--- config.mk ---
export PLATFORM = sky130hd
export DESIGN_NAME = mmfn_div
export DESIGN_NICKNAME = d
export VERILOG_FILES = /design/src/rtl/core/mmfn_pkg.sv /design/src/rtl/core/mmfn_div.sv
export SDC_FILE = /design/constraint.sdc
export NUM_CORES = 1
export LEC_CHECK = 0
export ABC_AREA = 1
export BUFFER_PORTS_ARGS = -buffer_cell sky130_fd_sc_hd__clkbuf_2
export CORE_MARGIN = 5
export CORE_UTILIZATION = 35
export CTS_BUF_LIST = sky130_fd_sc_hd__clkbuf_2
export DETAILED_ROUTE_END_ITERATION = 10
export PLACE_DENSITY = 0.6
export SYNTH_ARGS = -nofsm -noshare
export SYNTH_HDL_FRONTEND = slang
export SYNTH_SLANG_ARGS = --single-unit
--- constraint.sdc ---
create_clock -name i_clk -period 3.95 [get_ports i_clk]
set_input_delay 0.1975 -clock i_clk [delete_from_list [all_inputs] [get_ports i_clk]]
set_output_delay 0.1975 -clock i_clk [all_outputs]
set_load 0.01 [all_outputs]
--- src/rtl/core/mmfn_pkg.sv ---
// shared types and constants for the min-max feature normaliser
// no dependencies; imported by mmfn_div and min_max_feature_normalizer
`default_nettype none

package mmfn_pkg;

    localparam int MAX_FEATURES = 1024;
    localparam int MAX_VECTORS  = 256;
    localparam int FRAC_BITS    = 16;
    localparam int STORE_DEPTH  = MAX_VECTORS * MAX_FEATURES;

    localparam int FEAT_W    = $clog2(MAX_FEATURES);
    localparam int VEC_W     = $clog2(MAX_VECTORS + 1);
    localparam int ADDR_W    = $clog2(STORE_DEPTH);
    localparam int CNT_W     = $clog2(STORE_DEPTH + 1);
    localparam int NORM_W    = FRAC_BITS + 1;
    localparam int DIV_CNT_W = $clog2(FRAC_BITS + 1);

    localparam int VAL_W     = 8;
    localparam int FC_W      = 11;
    localparam int VEC_OUT_W = 8;
    localparam int FEAT_OUT_W = 10;

    localparam logic [FC_W-1:0] FC_RESET = 11'd784;

    typedef enum logic [1:0] {
        CMD_LOAD  = 2'd0,
        CMD_READ  = 2'd1,
        CMD_CLEAR = 2'd2,
        CMD_RSVD  = 2'd3
    } t_cmd;

    typedef enum logic [2:0] {
        ST_CLEAR,
        ST_IDLE,
        ST_LOAD_WB,
        ST_READ_CHK,
        ST_DIV,
        ST_EMIT
    } t_state;

    typedef struct packed {
        logic             start;
        logic [VAL_W-1:0] rem;
        logic [VAL_W-1:0] den;
    } t_div_req;

    typedef struct packed {
        logic                 done;
        logic [FRAC_BITS-1:0] quot;
    } t_div_rsp;

endpackage

`default_nettype wire

--- src/rtl/core/mmfn_div.sv ---
// bit-serial restoring divider for the fraction (rem << FRAC_BITS) / den, rem < den
// depends on mmfn_pkg for widths and request / response structs
`default_nettype none

module mmfn_div
    import mmfn_pkg::*;
(
    input  wire logic     i_clk,
    input  wire logic     i_rst_n,
    input  wire t_div_req i_req,
    output t_div_rsp      o_rsp
);

    logic                 r_busy;
    logic                 r_done;
    logic [DIV_CNT_W-1:0] r_cnt;
    logic [VAL_W-1:0]     r_rem;
    logic [VAL_W-1:0]     r_den;
    logic [FRAC_BITS-1:0] r_quot;

    logic [VAL_W:0]       shifted;
    logic                 fits;

    assign shifted = {r_rem, 1'b0};
    assign fits    = shifted >= {1'b0, r_den};

    always_ff @(posedge i_clk) begin
        if (!i_rst_n) begin
            r_busy <= 1'b0;
            r_done <= 1'b0;
            r_cnt  <= '0;
        end else begin
            r_done <= 1'b0;
            if (i_req.start) begin
                r_busy <= 1'b1;
                r_cnt  <= DIV_CNT_W'(FRAC_BITS);
            end else if (r_busy) begin
                r_cnt <= r_cnt - 1'b1;
                if (r_cnt == DIV_CNT_W'(1)) begin
                    r_busy <= 1'b0;
                    r_done <= 1'b1;
                end
            end
        end
    end

    // one quotient bit per cycle, msb first
    always_ff @(posedge i_clk) begin
        if (i_req.start) begin
            r_rem  <= i_req.rem;
            r_den  <= i_req.den;
            r_quot <= '0;
        end else if (r_busy) begin
            r_rem  <= fits ? VAL_W'(shifted - {1'b0, r_den}) : shifted[VAL_W-1:0];
            r_quot <= {r_quot[FRAC_BITS-2:0], fits};
        end
    end

    assign o_rsp.done = r_done;
    assign o_rsp.quot = r_quot;

endmodule

`default_nettype wire
==> qor.csv, run 1 <==
metric;value;unit
antenna cells;0;
hold buffer count at CTS;8;
first-pass GRT wire length;6530;um
Psw;0.310;mW
worst reg2reg endpoint;r_rem[1];
post-layout min period;1.86;ns
Initial Util;0.359;
crit-path max cell delay;0.43;ns
crit path launch type;flop;
syn avg cell area;8.71;sq um
Max-slew headroom;0.425;
compound-gate portion of the synthesized area;0.0708;
RSZ-0062 raised after global routing;false;
TritonCTS Sinks;39;
Setup Slack @ Placement;2.10;ns
post-synthesis cell count;227;
net total in the final layout;301;
DIE AREA;7260;sq um
# Post-CTS Setup Buffers;0;
Synth area leaders;edfxtp_1 24%, dfxtp_1 23%, nand2_1 9.9%, inv_1 7.8%, ha_1 6.3%;
WHS Path Cells;2;
#FFs+latches synth;39;
largest net degree at the start of global routing;25;
P_int;0.610;mW
Slew Limit Fails;0;
Antenna Nets Post-Route;0;
Clock Pin Slew Worst Setup and Hold Paths;0.18;ns
DRC viols;0;
Mapped Nets;257;
Root Buffer Master;clkbuf_2;
post-DP HPWL;2960;um
clock buffer depth;2;
final hold vios;0;
width of the die;85.2;um
asr flop ratio synth;0;
number of CTS-inserted buffers;5;
mapped cell area;1980;sq um
hold_sp;i_rst_n;
leak pwr;1.09;nW
initial antenna violation count;0;
routed len/inst;11.2;um
number of detailed-route iterations in the first pass;4;
simple-gate portion of the synthesized area;0.249;
dpl cells;328;
fin util;0.421;
I/O Buffers;35;
post-synthesis adder-cell area fraction;0.0734;
XOR/XNOR Fraction of Synth Area;0.0266;
final worst clock skew;0.0227;ns
FF-to-FF path depth;10;
Pwr Total;0.920;mW
setup violators final;0;
CP bufs+invs;0;
Critical-path top delay cell;edfxtp_1;
Area Growth Syn to Fin;17.3;%
row cnt;27;
CTS tree;done;
Crit path max-delay family;simple AND/OR/NAND/NOR gates;
die span in y;85.2;um
mux share of post-synthesis cell area;0;
Clk network pwr share;0.183;
synth unique cells;32;
Max VDD drop;0.194;mV
Post-synth EDFFs;16;
top-level I/O count;36;
CP Max Fanout;8;
drt via density;4.55;
ys flop type;dfxtp_1;
Non-Filler Instances;344;
setup slack, reg-to-reg;2.09;ns
gr usage total;0.111;
part of the cycle the worst path needs;0.470;
measured slew at the worst slew-check pin;0.861;ns
Yosys top cell area share;0.243;
Resized Gates After CTS;0;
most used cell, CP;nand2_1;
Comb pwr share;0.305;
Cell Pwr Density;396;nW/um^2
core area;5510;sq um
crit path cell chain;ha_1 > ha_1 > nand2_1 > nor2_1 > nand2_1 > nand2_1 > nor2_4 > nand3_1 > nand3_1 > nand2_1;
status;completed;
Iteration-0 DRC Markers;33;
RD Place Congestion;0.737;
DR vias;1564;
CTS H-tree depth;2;
Worst Hold Class;primary input to flop;
worst setup slack after layout;2.09;ns
post-synth top area cell;edfxtp_1;
Hold WS;0.0403;ns
Fmax;0.539;GHz
register area share after synthesis;0.476;
sw frac;0.337;
# Max-Cap Violations;0;
Reg-to-Reg Start;r_rem[0];
Clock Latency Late Sink;0.39;ns
Multi-input gate area;831;sq um
Placed Area;2200;sq um
Seq pwr share;0.512;
CP endpoint kind;flop;
design area;2320;sq um
WS Path Type;flop to flop;
Synth Warn #;0;
register area;941;sq um
TNS Setup;0;ns
signal arrival time at the worst endpoint;2.02;ns
number of global-route vias before repair;1452;
worst hold endpoint;r_cnt[4];
WP data required;4.11;ns
WL final;3840;um
gr ovfl total;0;
ratio of cells with drive above 1 in the final layout;0.206;
filler cell count;566;
largest family of logic cells by synthesized area;simple AND/OR/NAND/NOR gates;
[cell usage after synthesis, types with 2 or more instances]
| library cell | n |
|---|---|
| a21oi_1 | 4 |
| buf_2 | 3 |
| buf_4 | 2 |
| dfxtp_1 | 23 |
| edfxtp_1 | 16 |
| ha_1 | 10 |
| inv_1 | 41 |
| inv_2 | 2 |
| nand2_1 | 52 |
| nand2_2 | 2 |
| nand2_4 | 3 |
| nand3_1 | 16 |
| nand3_2 | 2 |
| nand3b_1 | 7 |
| nor2_1 | 10 |
| o22ai_1 | 14 |
| xnor2_1 | 2 |
| xor2_1 | 4 |
[worst max-delay path by stage]
| stage | from | endpoint | slack [ns] | cells past startpoint |
|---|---|---|---|---|
| 2_1_floorplan | r_rem[0] | r_rem[7] | 2.25 | 10 |
| 3_3_place_gp | r_den[1] | r_rem[1] | 2.10 | 11 |
| 3_5_place_dp | r_rem[0] | r_rem[1] | 2.10 | 10 |
| 4_1_cts | r_rem[0] | r_rem[1] | 2.08 | 10 |
| 5_1_grt | r_rem[5] | r_rem[0] | 1.93 | 9 |
| 6_report | r_rem[0] | r_rem[1] | 2.09 | 10 |
[logic make-up after synthesis]
logic type      count (synthesis)
compound gates                 23
buf+inv                        50
xor+xnor                        6
fa+ha+maj                      11
flops                          39
simple gates                   98
[area by class of cell]
type	instances	area share
repair buffers	43	0.110
clock buffers	6	0.0129
flip-flops and latches	39	0.405
inverters	44	0.0712
clock inverters	2	0.00377
well taps	72	0.0388
multi-input cells	138	0.358
[state kept, by name, summed over array words and instances, names as in the netlist]
name / count
r_busy: 1
r_cnt: 5
r_den: 8
r_done: 1
r_quot: 16
r_rem: 8
[cell usage in the layout, fill, tap and decap left out, types with 2 or more instances in the layout]
cell	count
nand2_1	52
inv_1	41
clkbuf_2	41
dfxtp_1	23
nand3_1	16
edfxtp_1	16
o22ai_1	14
nor2_1	10
ha_1	10
dlygate4sd3_1	8
nand3b_1	7
a21oi_1	4
xor2_1	4
inv_2	3
nand2_4	3
nand3_2	2
nand2_2	2
xnor2_1	2
[power groups by stage]
stage / clock, mW / sequential, mW / combinational (mW)
6_report: 0.168 / 0.471 / 0.280
5_1_grt: 0.196 / 0.475 / 0.326
4_1_cts: 0.177 / 0.472 / 0.284
3_5_place_dp: 0 / 0.480 / 0.276
3_3_place_gp: 0 / 0.481 / 0.275
2_1_floorplan: 0 / 0.474 / 0.221
[per-layer routing]
metal | wire length (um) | track usage | part of all wire
met2 | 1710 | 0.162 | 0.45
met1 | 1780 | 0.147 | 0.46
met4 | 59 | 0.0388 | 0.015
met3 | 285 | 0.0447 | 0.074
met5 | 0 | 0 | 0
Power figures use the tool's default switching activity.
==> inputs of run 2 (changes only) <==
==> constraint.sdc (replaced) <==
create_clock -name i_clk -period 1.9 [get_ports i_clk]
set_input_delay 0.095 -clock i_clk [delete_from_list [all_inputs] [get_ports i_clk]]
set_output_delay 0.095 -clock i_clk [all_outputs]
set_load 0.01 [all_outputs]
==> run 2 against run 1 <==
Fmax shrank 1.7%. Clock skew fell by 0.0057 ns. Core utilization up 5.3 points. Largest cell class unchanged.
==> qor.csv, run 2 (synthesized netlist as in run 1, its figures left out) <==
metric;value;unit;change
Non-Filler Instances;362;;was 344
WL final;4190;um;was 3840 um
FF-to-FF path depth;12;;was 10
Fmax;0.529;GHz;was 0.539 GHz
Worst Hold Class;primary input to flop;;unchanged
first-pass GRT wire length;6380;um;was 6530 um
CTS tree;done;;unchanged
width of the die;85.2;um;unchanged
filler cell count;518;;was 566
post-DP HPWL;2900;um;was 2960 um
net total in the final layout;319;;was 301
DIE AREA;7260;sq um;unchanged
biggest regs;r_quot x16, r_den x8, r_rem x8;;unchanged
status;completed;;unchanged
final hold vios;0;;unchanged
core area;5510;sq um;unchanged
worst setup slack after layout;0.0110;ns;was 2.09 ns
Area Growth Syn to Fin;32.1;%;was 17.3%
Setup Slack @ Placement;0.0551;ns;was 2.10 ns
DR vias;1615;;was 1564
CTS H-tree depth;2;;unchanged
clock buffer depth;2;;unchanged
largest reg by FF count;r_quot;;unchanged
drt via density;4.46;;was 4.55
WP data required;2.06;ns;was 4.11 ns
largest net degree at the start of global routing;18;;was 25
Hold WS;0.104;ns;was 0.0403 ns
initial antenna violation count;0;;unchanged
DRC viols;0;;unchanged
dpl cells;331;;was 328
WS Path Type;flop to flop;;unchanged
signal arrival time at the worst endpoint;2.05;ns;was 2.02 ns
Antenna Nets Post-Route;0;;unchanged
final worst clock skew;0.0170;ns;was 0.0227 ns
RD Place Congestion;0.799;;was 0.737
routed len/inst;11.6;um;was 11.2 um
number of CTS-inserted buffers;5;;unchanged
CP Max Fanout;5;;was 8
Initial Util;0.359;;unchanged
RSZ-0062 raised after global routing;true;;was false
antenna cells;0;;unchanged
WHS Path Cells;4;;was 2
commonest non-fill, non-tap cell in the layout;nand2_1;;unchanged
gr ovfl total;0;;unchanged
post-layout min period;1.89;ns;was 1.86 ns
die span in y;85.2;um;unchanged
Slew Limit Fails;0;;unchanged
max reg flops;16;;unchanged
crit path launch type;flop;;unchanged
Root Buffer Master;clkbuf_2;;unchanged
top-level I/O count;36;;unchanged
number of global-route vias before repair;1513;;was 1452
Cell Pwr Density;843;nW/um^2;was 396 nW/um^2
measured slew at the worst slew-check pin;0.484;ns;was 0.861 ns
Max VDD drop;0.456;mV;was 0.194 mV
# Max-Cap Violations;0;;unchanged
row cnt;27;;unchanged
ratio of cells with drive above 1 in the final layout;0.266;;was 0.206
setup violators final;0;;unchanged
Max-slew headroom;0.676;;was 0.425
Clock Pin Slew Worst Setup and Hold Paths;0.20;ns;was 0.18 ns
Clock Latency Late Sink;0.39;ns;about the same
gr usage total;0.109;;was 0.111
leak pwr;1.18;nW;was 1.09 nW
part of the cycle the worst path needs;0.994;;was 0.470
Pwr Total;2.20;mW;was 0.920 mW
TritonCTS Sinks;39;;unchanged
number of detailed-route iterations in the first pass;4;;unchanged
Iteration-0 DRC Markers;87;;was 33
I/O Buffers;35;;unchanged
CP endpoint kind;flop;;unchanged
most frequent cells in the layout;49 x nand2_1, 40 x inv_1, 40 x clkbuf_2, 23 x dfxtp_1, 17 x dlygate4sd3_1;;was 52 x nand2_1, 41 x inv_1, 41 x clkbuf_2, 23 x dfxtp_1
## run 2: cell types whose count changed in the layout (fill, tap and decap cells not counted), moves of 2 or more
cell and delta:
dlygate4sd3_1 +9, buf_4 +7, ha_1 -7, ha_4 +7
nand2_1 -3, nand2_2 +3, buf_6 +2
## run 2: cell type report
class	count	area (sq um)	area share
Multi-Input combinational cell	138	933	0.357
Sequential cell	39	941	0.360
Tap cell	72	90.1	0.0345
Inverter	44	165	0.0632
Timing Repair Buffer	61	420	0.161
Clock inverter	3	38.8	0.0148
Clock buffer	5	25.0	0.00957
## run 2: layer usage
metal | global-route usage | part of all wire | vias up
met5 | 0 | 0 | -
met1 | 0.134 | 0.45 | 727
met3 | 0.0369 | 0.047 | 6
met2 | 0.173 | 0.48 | 28
li1 | - | - | 854
met4 | 0.0432 | 0.015 | 0
## run 2: what timing repair did
item | in CTS | in global routing
hold buffers | 17 | 0
setup endpoints to repair | 0 | 8
setup buffers | 0 | 6
endpoints found under the hold margin | 18 | 0
gates resized for setup | 0 | 19
## run 2: through the flow
step	area [sq um]	util	setup TNS [ns]
after global placement	2220	0.404	0
after detailed placement	2220	0.404	0
final	2610	0.475	0
after floorplan	1980	-	0
after CTS	2460	0.446	0
after global routing	2610	0.475	-0.389
## run 2: worst max-delay path: stages (launching register included)
cell,delay (ns)
edfxtp_1,0.45
inv_2,0.09
ha_4,0.21
ha_4,0.15
nand2_2,0.05
nor2_1,0.04
nand2_1,0.08
nand2_2,0.06
nor2_4,0.19
buf_6,0.13
nand3b_1,0.10
nand3_2,0.07
nand2_1,0.04
## run 2: final timing paths
path | to | start | slack (ns)
min | r_quot[0] | i_req[16] | 0.10
max | r_rem[7] | r_den[1] | 0.01
max reg2reg | r_rem[7] | r_den[1] | 0.01
min reg2reg | r_quot[0] | r_quot[0] | 0.50
## run 2: power by group
| part | total (mW) | internal [mW] | switching [mW] |
|---|---|---|---|
| clock | 0.482 | 0.217 | 0.265 |
| sequential | 0.992 | 0.946 | 0.0454 |
| combinational | 0.730 | 0.337 | 0.393 |
| total | 2.20 | 1.50 | 0.704 |
